==> src/design/sida_pkg.sv <==
// Shared types, constants and helpers of the decimal ASCII converter.
`timescale 1ns / 1ps
package sida_pkg;

  localparam int unsigned MagW      = 16;
  localparam int unsigned CharW     = 8;
  localparam int unsigned NumDigits = 5;
  localparam int unsigned PosW      = 3;
  localparam int unsigned PowW      = 17;
  localparam int unsigned QueueDepth = 2;
  localparam int unsigned QPtrW     = 1;
  localparam int unsigned QCntW     = 2;

  localparam logic [CharW-1:0]  CharZero  = 8'd48;
  localparam logic [CharW-1:0]  CharMinus = 8'd45;
  localparam logic [PosW-1:0]   PosLast   = 3'd4;
  localparam logic [MagW-1:0]   SignMask  = 16'h8000;

  // One classified request: sign flag and magnitude.
  typedef struct packed {
    logic            neg;
    logic [MagW-1:0] mag;
  } entry_t;

  // Status of the queue as seen by the back end.
  typedef struct packed {
    logic   empty;
    entry_t head;
  } queue_stat_t;

  typedef enum logic [1:0] {
    BackIdle,
    BackSign,
    BackDigit
  } back_state_e;

  // Weight of a decimal position, most significant position first.
  function automatic logic [PowW-1:0] pos_weight(input logic [PosW-1:0] pos);
    logic [PowW-1:0] w;
    case (pos)
      3'd0:    w = 17'd10000;
      3'd1:    w = 17'd1000;
      3'd2:    w = 17'd100;
      3'd3:    w = 17'd10;
      default: w = 17'd1;
    endcase
    return w;
  endfunction

endpackage

==> src/design/sida_queue.sv <==
// Two-entry queue between the classifying front end and the digit back end.
`timescale 1ns / 1ps
module sida_queue (
  input  logic                  clk_i,
  input  logic                  rst_ni,
  input  logic                  wr_en_i,
  input  sida_pkg::entry_t      wr_data_i,
  input  logic                  rd_en_i,
  output logic                  full_o,
  output sida_pkg::queue_stat_t stat_o
);

  sida_pkg::entry_t mem_q [sida_pkg::QueueDepth];

  logic [sida_pkg::QPtrW-1:0] wr_ptr_q, wr_ptr_d;
  logic [sida_pkg::QPtrW-1:0] rd_ptr_q, rd_ptr_d;
  logic [sida_pkg::QCntW-1:0] cnt_q, cnt_d;
  logic                       do_wr, do_rd;

  assign full_o       = (cnt_q == sida_pkg::QCntW'(sida_pkg::QueueDepth));
  assign stat_o.empty = (cnt_q == '0);
  assign stat_o.head  = mem_q[rd_ptr_q];

  assign do_wr = wr_en_i && !full_o;
  assign do_rd = rd_en_i && !stat_o.empty;

  always_comb begin
    wr_ptr_d = do_wr ? wr_ptr_q + 1'b1 : wr_ptr_q;
    rd_ptr_d = do_rd ? rd_ptr_q + 1'b1 : rd_ptr_q;
    cnt_d    = cnt_q;
    if (do_wr && !do_rd) begin
      cnt_d = cnt_q + 1'b1;
    end else if (do_rd && !do_wr) begin
      cnt_d = cnt_q - 1'b1;
    end
  end

  always_ff @(posedge clk_i or negedge rst_ni) begin
    if (!rst_ni) begin
      wr_ptr_q <= '0;
      rd_ptr_q <= '0;
      cnt_q    <= '0;
    end else begin
      wr_ptr_q <= wr_ptr_d;
      rd_ptr_q <= rd_ptr_d;
      cnt_q    <= cnt_d;
    end
  end

  always_ff @(posedge clk_i) begin
    if (do_wr) begin
      mem_q[wr_ptr_q] <= wr_data_i;
    end
  end

endmodule

==> src/design/sida_front.sv <==
// Front end: accepts a raw word and splits it into sign and magnitude.
`timescale 1ns / 1ps
module sida_front (
  input  logic                          push_i,
  input  logic [sida_pkg::MagW-1:0]     value_i,
  input  logic                          q_full_i,
  output logic                          wr_en_o,
  output sida_pkg::entry_t              entry_o
);

  logic neg;

  assign neg     = (value_i & sida_pkg::SignMask) != '0;
  assign wr_en_o = push_i && !q_full_i;

  // The most negative word negates to itself, which is its true magnitude.
  assign entry_o.neg = neg;
  assign entry_o.mag = neg ? (~value_i + 1'b1) : value_i;

endmodule

==> src/design/sida_back.sv <==
// Back end: walks the five decimal positions and emits at most one character per step.
`timescale 1ns / 1ps
module sida_back (
  input  logic                          clk_i,
  input  logic                          rst_ni,
  input  sida_pkg::queue_stat_t         stat_i,
  output logic                          q_rd_o,
  input  logic                          pop_i,
  output logic                          empty_o,
  output logic [sida_pkg::CharW-1:0]    ascii_char_o,
  output logic                          last_o
);

  sida_pkg::back_state_e state_q, state_d;

  logic [sida_pkg::PosW-1:0]  pos_q;
  logic [sida_pkg::MagW-1:0]  rem_q, rem_next;
  logic                       started_q;
  logic                       out_valid_q;
  logic [sida_pkg::CharW-1:0] out_char_q;
  logic                       out_last_q;

  logic                       adv;
  logic                       load;
  logic                       emit;
  logic                       step;
  logic                       pos_end;
  logic [sida_pkg::CharW-1:0] emit_char;
  logic                       emit_last;
  logic [sida_pkg::PowW-1:0]  weight;
  logic [9:1]                 ge;
  logic [sida_pkg::PowW-1:0]  sub_val;
  logic [3:0]                 digit;

  // The output slot can take a new character when it is free or being drained.
  assign adv     = !out_valid_q || pop_i;
  assign pos_end = (pos_q == sida_pkg::PosLast);

  // Digit at the current position: count of weight multiples not above the remainder.
  always_comb begin
    weight  = sida_pkg::pos_weight(pos_q);
    sub_val = '0;
    for (int k = 1; k <= 9; k++) begin
      ge[k] = {1'b0, rem_q} >= sida_pkg::PowW'(weight * sida_pkg::PowW'(k));
      if (ge[k]) begin
        sub_val = sida_pkg::PowW'(weight * sida_pkg::PowW'(k));
      end
    end
    digit    = 4'($countones(ge));
    rem_next = rem_q - sub_val[sida_pkg::MagW-1:0];
  end

  // Next-state logic.
  always_comb begin
    state_d = state_q;
    case (state_q)
      sida_pkg::BackIdle: begin
        if (!stat_i.empty) begin
          state_d = stat_i.head.neg ? sida_pkg::BackSign : sida_pkg::BackDigit;
        end
      end
      sida_pkg::BackSign: begin
        if (adv) begin
          state_d = sida_pkg::BackDigit;
        end
      end
      sida_pkg::BackDigit: begin
        if (adv && pos_end) begin
          if (!stat_i.empty) begin
            state_d = stat_i.head.neg ? sida_pkg::BackSign : sida_pkg::BackDigit;
          end else begin
            state_d = sida_pkg::BackIdle;
          end
        end
      end
      default: state_d = sida_pkg::BackIdle;
    endcase
  end

  // Output logic.
  always_comb begin
    load      = 1'b0;
    emit      = 1'b0;
    step      = 1'b0;
    emit_char = sida_pkg::CharZero + sida_pkg::CharW'(digit);
    emit_last = pos_end;
    case (state_q)
      sida_pkg::BackIdle: begin
        load = !stat_i.empty;
      end
      sida_pkg::BackSign: begin
        emit      = adv;
        emit_char = sida_pkg::CharMinus;
        emit_last = 1'b0;
      end
      sida_pkg::BackDigit: begin
        step = adv;
        // Leading zeros are dropped, but the units digit always prints.
        emit = adv && (started_q || (digit != '0) || pos_end);
        load = adv && pos_end && !stat_i.empty;
      end
      default: begin
        load = 1'b0;
      end
    endcase
  end

  assign q_rd_o = load;

  always_ff @(posedge clk_i or negedge rst_ni) begin
    if (!rst_ni) begin
      state_q     <= sida_pkg::BackIdle;
      pos_q       <= '0;
      out_valid_q <= 1'b0;
    end else begin
      state_q <= state_d;
      if (load) begin
        pos_q <= '0;
      end else if (step) begin
        pos_q <= pos_q + 1'b1;
      end
      if (emit) begin
        out_valid_q <= 1'b1;
      end else if (pop_i) begin
        out_valid_q <= 1'b0;
      end
    end
  end

  always_ff @(posedge clk_i) begin
    if (load) begin
      rem_q     <= stat_i.head.mag;
      started_q <= 1'b0;
    end else if (step) begin
      rem_q     <= rem_next;
      started_q <= started_q || (digit != '0);
    end
    if (emit) begin
      out_char_q <= emit_char;
      out_last_q <= emit_last;
    end
  end

  assign empty_o      = !out_valid_q;
  assign ascii_char_o = out_char_q;
  assign last_o       = out_last_q;

endmodule

==> src/design/signed_int_to_decimal_ascii.sv <==
// An accepted request is registered in the queue, then loaded by the back end, whose
// characters are held in the output register. The back sequencer visits the five
// decimal positions one per cycle while its output slot is free or being drained.
// Up to two classified values wait in the queue while the back end is busy.
// Reset (rst_ni low, asynchronous) empties the queue and the output register.
`timescale 1ns / 1ps
module signed_int_to_decimal_ascii (
  input  logic                          clk_i,
  input  logic                          rst_ni,
  input  logic                          push,
  output logic                          full,
  input  logic [sida_pkg::MagW-1:0]     value_i,
  output logic                          empty,
  input  logic                          pop,
  output logic [sida_pkg::CharW-1:0]    ascii_char_o,
  output logic                          last_o
);

  logic                  q_wr;
  logic                  q_rd;
  sida_pkg::entry_t      q_entry;
  sida_pkg::queue_stat_t q_stat;

  sida_front u_front (
    .push_i   (push),
    .value_i  (value_i),
    .q_full_i (full),
    .wr_en_o  (q_wr),
    .entry_o  (q_entry)
  );

  sida_queue u_queue (
    .clk_i     (clk_i),
    .rst_ni    (rst_ni),
    .wr_en_i   (q_wr),
    .wr_data_i (q_entry),
    .rd_en_i   (q_rd),
    .full_o    (full),
    .stat_o    (q_stat)
  );

  sida_back u_back (
    .clk_i        (clk_i),
    .rst_ni       (rst_ni),
    .stat_i       (q_stat),
    .q_rd_o       (q_rd),
    .pop_i        (pop),
    .empty_o      (empty),
    .ascii_char_o (ascii_char_o),
    .last_o       (last_o)
  );

endmodule

==> config.mk <==
export PLATFORM = sky130hd
export DESIGN_NAME = signed_int_to_decimal_ascii
export DESIGN_NICKNAME = d
export VERILOG_FILES = /design/src/design/sida_pkg.sv /design/src/design/sida_queue.sv /design/src/design/sida_front.sv /design/src/design/sida_back.sv /design/src/design/signed_int_to_decimal_ascii.sv
export SDC_FILE = /design/constraint.sdc
export NUM_CORES = 1
export LEC_CHECK = 0
export BUFFER_PORTS_ARGS = -buffer_cell sky130_fd_sc_hd__buf_4
export CORE_MARGIN = 3
export CORE_UTILIZATION = 55
export CTS_BUF_LIST = sky130_fd_sc_hd__clkbuf_8
export CTS_CLUSTER_DIAMETER = 120
export DETAILED_ROUTE_END_ITERATION = 8
export GPL_TIMING_DRIVEN = 0
export HOLD_SLACK_MARGIN = 0.15
export MAX_ROUTING_LAYER = met4
export PLACE_DENSITY_LB_ADDON = 0.15
export SYNTH_ARGS = -nofsm -noshare
export SYNTH_HDL_FRONTEND = slang
export SYNTH_SLANG_ARGS = --single-unit
==> constraint.sdc <==
create_clock -name clk_i -period 9.7 [get_ports clk_i]
set_clock_uncertainty 0.05 [all_clocks]
set_input_delay 0.485 -clock clk_i [delete_from_list [all_inputs] [get_ports clk_i]]
set_output_delay 0.485 -clock clk_i [all_outputs]
set_load 0.03 [all_outputs]
==> impl_results.md <==
* Status: finished, final reports clean
* Drt drc at 0
* Number of placed I/O pins at 31
* Number of synthesized flops with an enable pin at 56
* Remaining Overflow, GRT at 0
* Num CTS Buffers at 9
* Met3 WL post-DR at 1.76 mm
* Rows at between 40 and 50
* Die width at 133 um
* Clk root buf: clkbuf_8
* Tmin final at slightly above 9 ns
* Worst path bufs/invs at 10
* Vias per inst at ~6.2
* GPL Wtd Cong at just over 1
* Post-Syn Instances at between 900 and 1,000
* Detailed-route via count at between 7,000 and 8,000
* Sequential element share of the synthesized area at between 20 and 25%
* CP max stage delay at ~0.64 ns
* Slew Limit Fails at 0
* Max FO, Critical Path at 15
* Final core utilization at between 60% and 70%
* Fill cells at ~1,400
* Met2 WL post-DR at 11.7 mm
* Hold Path Origin: value_i[0]
* All-Layer GR Usage at between 20% and 30%
* Most common cell after layout, fill and taps aside: ha_1
* WP data required at just under 10 ns
* Largest net degree at the start of global routing at 18
* Most frequent cells in the layout: 169 x ha_1, 73 x inv_1, 72 x a21oi_1, 62 x nor2_1, 59 x nand2_1
* Yosys warnings at 0
* Layout cells sized above 1 at 10.6%
* Worst reg2reg startpoint: u_back.pos_q[0]$_DFFE_PN0P_
* Initial antenna violation count at 1
* Drt pass-1 iters at 6
* Final Hold Vio Count at 0
* Setup-failing EPs final at 0
* Crit path top cell by count: ha_1
* Hold depth at 1
* Clock H-tree levels at 3
* Synth Flop Type: edfxtp_1
* Worst Setup SP: u_back.pos_q[0]$_DFFE_PN0P_
* Initial Utilization at between 50% and 60%
* Clk Latency, worst-skew pair at between 0.3 and 0.4 ns
* Post-synth top area share at about a quarter
* Final Cycle Share at a little over nine tenths
* Total core area at roughly 15,000 um^2
* CP Data Arrival Time at roughly 9.4 ns
* R2R setup slack at 0.39 ns
* Multi-input logic area at 6530 um^2
* Die height at ~130 um
* DR top layer: met4
* Crit path max-delay family: adder cells
* Reg clk slew, reported paths at 0.07 ns
* CTS tree: yes
* Crit Path Class: reg -> reg
* R2r worst-path depth at 36
* RR Endpoint: u_back.ascii_char_o[0]$_SDFFCE_PN1P_
* Critical path's slowest cell: or4b_2
* Async S/R FF share, synth at ~15%
* Synth-to-Final Area Change at 10.1%
* Worst rel slew slack at about a quarter
* Wire length of the first global-routing pass at around 40 mm
* Sequential cell area at between 1500 and 2000 um^2
* DR iter-0 viols at between 500 and 600
* Mapped Avg Cell Area at between 8 and 9 um^2
* Dpl hpwl at roughly 20 mm
* Yosys reg bits at 67
* CP endpoint kind: flop
* Hold slack at between 0.3 and 0.4 ns
* Worst Tran Pin Value at 1.13 ns
* Hold endpoint: u_queue.mem_q[0][0]$_DFFE_PP_
* Setup TNS at 0 ns
* Mapped Area at ~9000 um^2
* Avg WL per Cell at 20.0 um
* CTS sink cnt at 67
* Startpoint types: flop
* DRT antenna net count at 0
* Synth unique cells at 86
* Met1 Routed Length at 10.8 mm
* Max-cap violations at 0
* Most area-consuming cells after synthesis: ha_1 24%, edfxtp_1 19%, a21oi_1 4.3%
* Die area at 17,600 um^2
* Port Buffers at 27
* Vias in the first global route at about 7,500
* NumNets Final at between 1,000 and 1,500
* Maximum clock rate at ~0.11 GHz
* WL final at 25.3 mm
* CTS max path bufs at 2
* Cell taking the most area after synthesis: ha_1
* Worst Hold Class: in -> reg
[per-stage QoR]
stage	instance area, um^2	setup WS, ns	cells
after floorplan	8820	0.411	997
after global placement	9280	-1.84	1235
after detailed placement	9300	-1.77	1236
after CTS	9600	0.00741	1258
after global routing	9690	-0.0153	1265
final	9690	0.392	1265
[logic make-up (layout without fill, tap and decap cells)]
kind of cell,count (synthesis),after routing,synth area share [%]
buffers and inverters,107,163,4.73
DFF,67,67,22.2
other,2,7,0.0853
muxes,16,16,1.83
and+or+nand+nor,259,259,15.2
xor gates and xnor gates,56,56,5.57
adders and majority gates,184,184,27.3
AOI/OAI and AO/OA,302,302,23.1
[sequential cells by signal (all words and copies together) (netlist names)]
register             count
u_queue.mem_q           34
u_back.rem_q            16
u_back.ascii_char_o      5
u_back.pos_q             3
u_back.state_q           2
u_queue.cnt_q            2
u_back.last_o            1
u_back.out_valid_q       1
u_back.started_q         1
u_queue.rd_ptr_q         1
u_queue.wr_ptr_q         1
[synthesized netlist by cell type (all sizes together), types with 14 or more instances]
library cell / number
ha: 170
inv: 80
a21oi: 75
nor2: 67
nand2: 61
o21ai: 58
edfxtp: 56
xnor2: 38
a21o: 26
a31oi: 22
nor3: 20
a211oi: 19
clkbuf: 19
nor2b: 19
o21a: 18
xor2: 18
mux2i: 15
nand2b: 15
fa: 14
[metal layers]
layer  up-vias  track usage (%)
met5         -                -
met4         0             12.8
met3        72             3.69
met2       312             48.1
met1      3641             37.6
li1       3803                -
[worst max-delay path by stage]
stage               cells after the start                                   end  slack [ns]
finish                                 36  u_back.ascii_char_o[0]$_SDFFCE_PN1P_        0.39
global route                           37  u_back.ascii_char_o[1]$_SDFFCE_PN0P_       -0.02
floorplan                              36  u_back.ascii_char_o[0]$_SDFFCE_PN1P_        0.41
detailed placement                     37  u_back.ascii_char_o[1]$_SDFFCE_PN0P_       -1.77
CTS                                    36  u_back.ascii_char_o[1]$_SDFFCE_PN0P_       0.007
global placement                       35  u_back.ascii_char_o[1]$_SDFFCE_PN0P_       -1.84
[layout make-up]
class,count,share of cell area (%)
antenna,1,0.0258
buffer,26,1.28
clock buffer,9,1.28
clock inverter,5,0.491
inverter,81,3.33
multi-input combinational,823,67.4
sequential,67,20.1
tap,211,2.72
timing repair buffer,42,3.32
[what timing repair did]
action | 4_1_cts | 5_1_grt
pin swaps | 2 | 5
hold buffers | 1 | 0
setup endpoints to repair | 24 | 10
hold endpoints to repair | 10 | 0
setup buffers | 7 | 6
gates resized for setup | 17 | 13
Power is left out: the tool's default activity adds up to more than one toggle a clock period on the data nets, which glitch-free logic cannot reach.
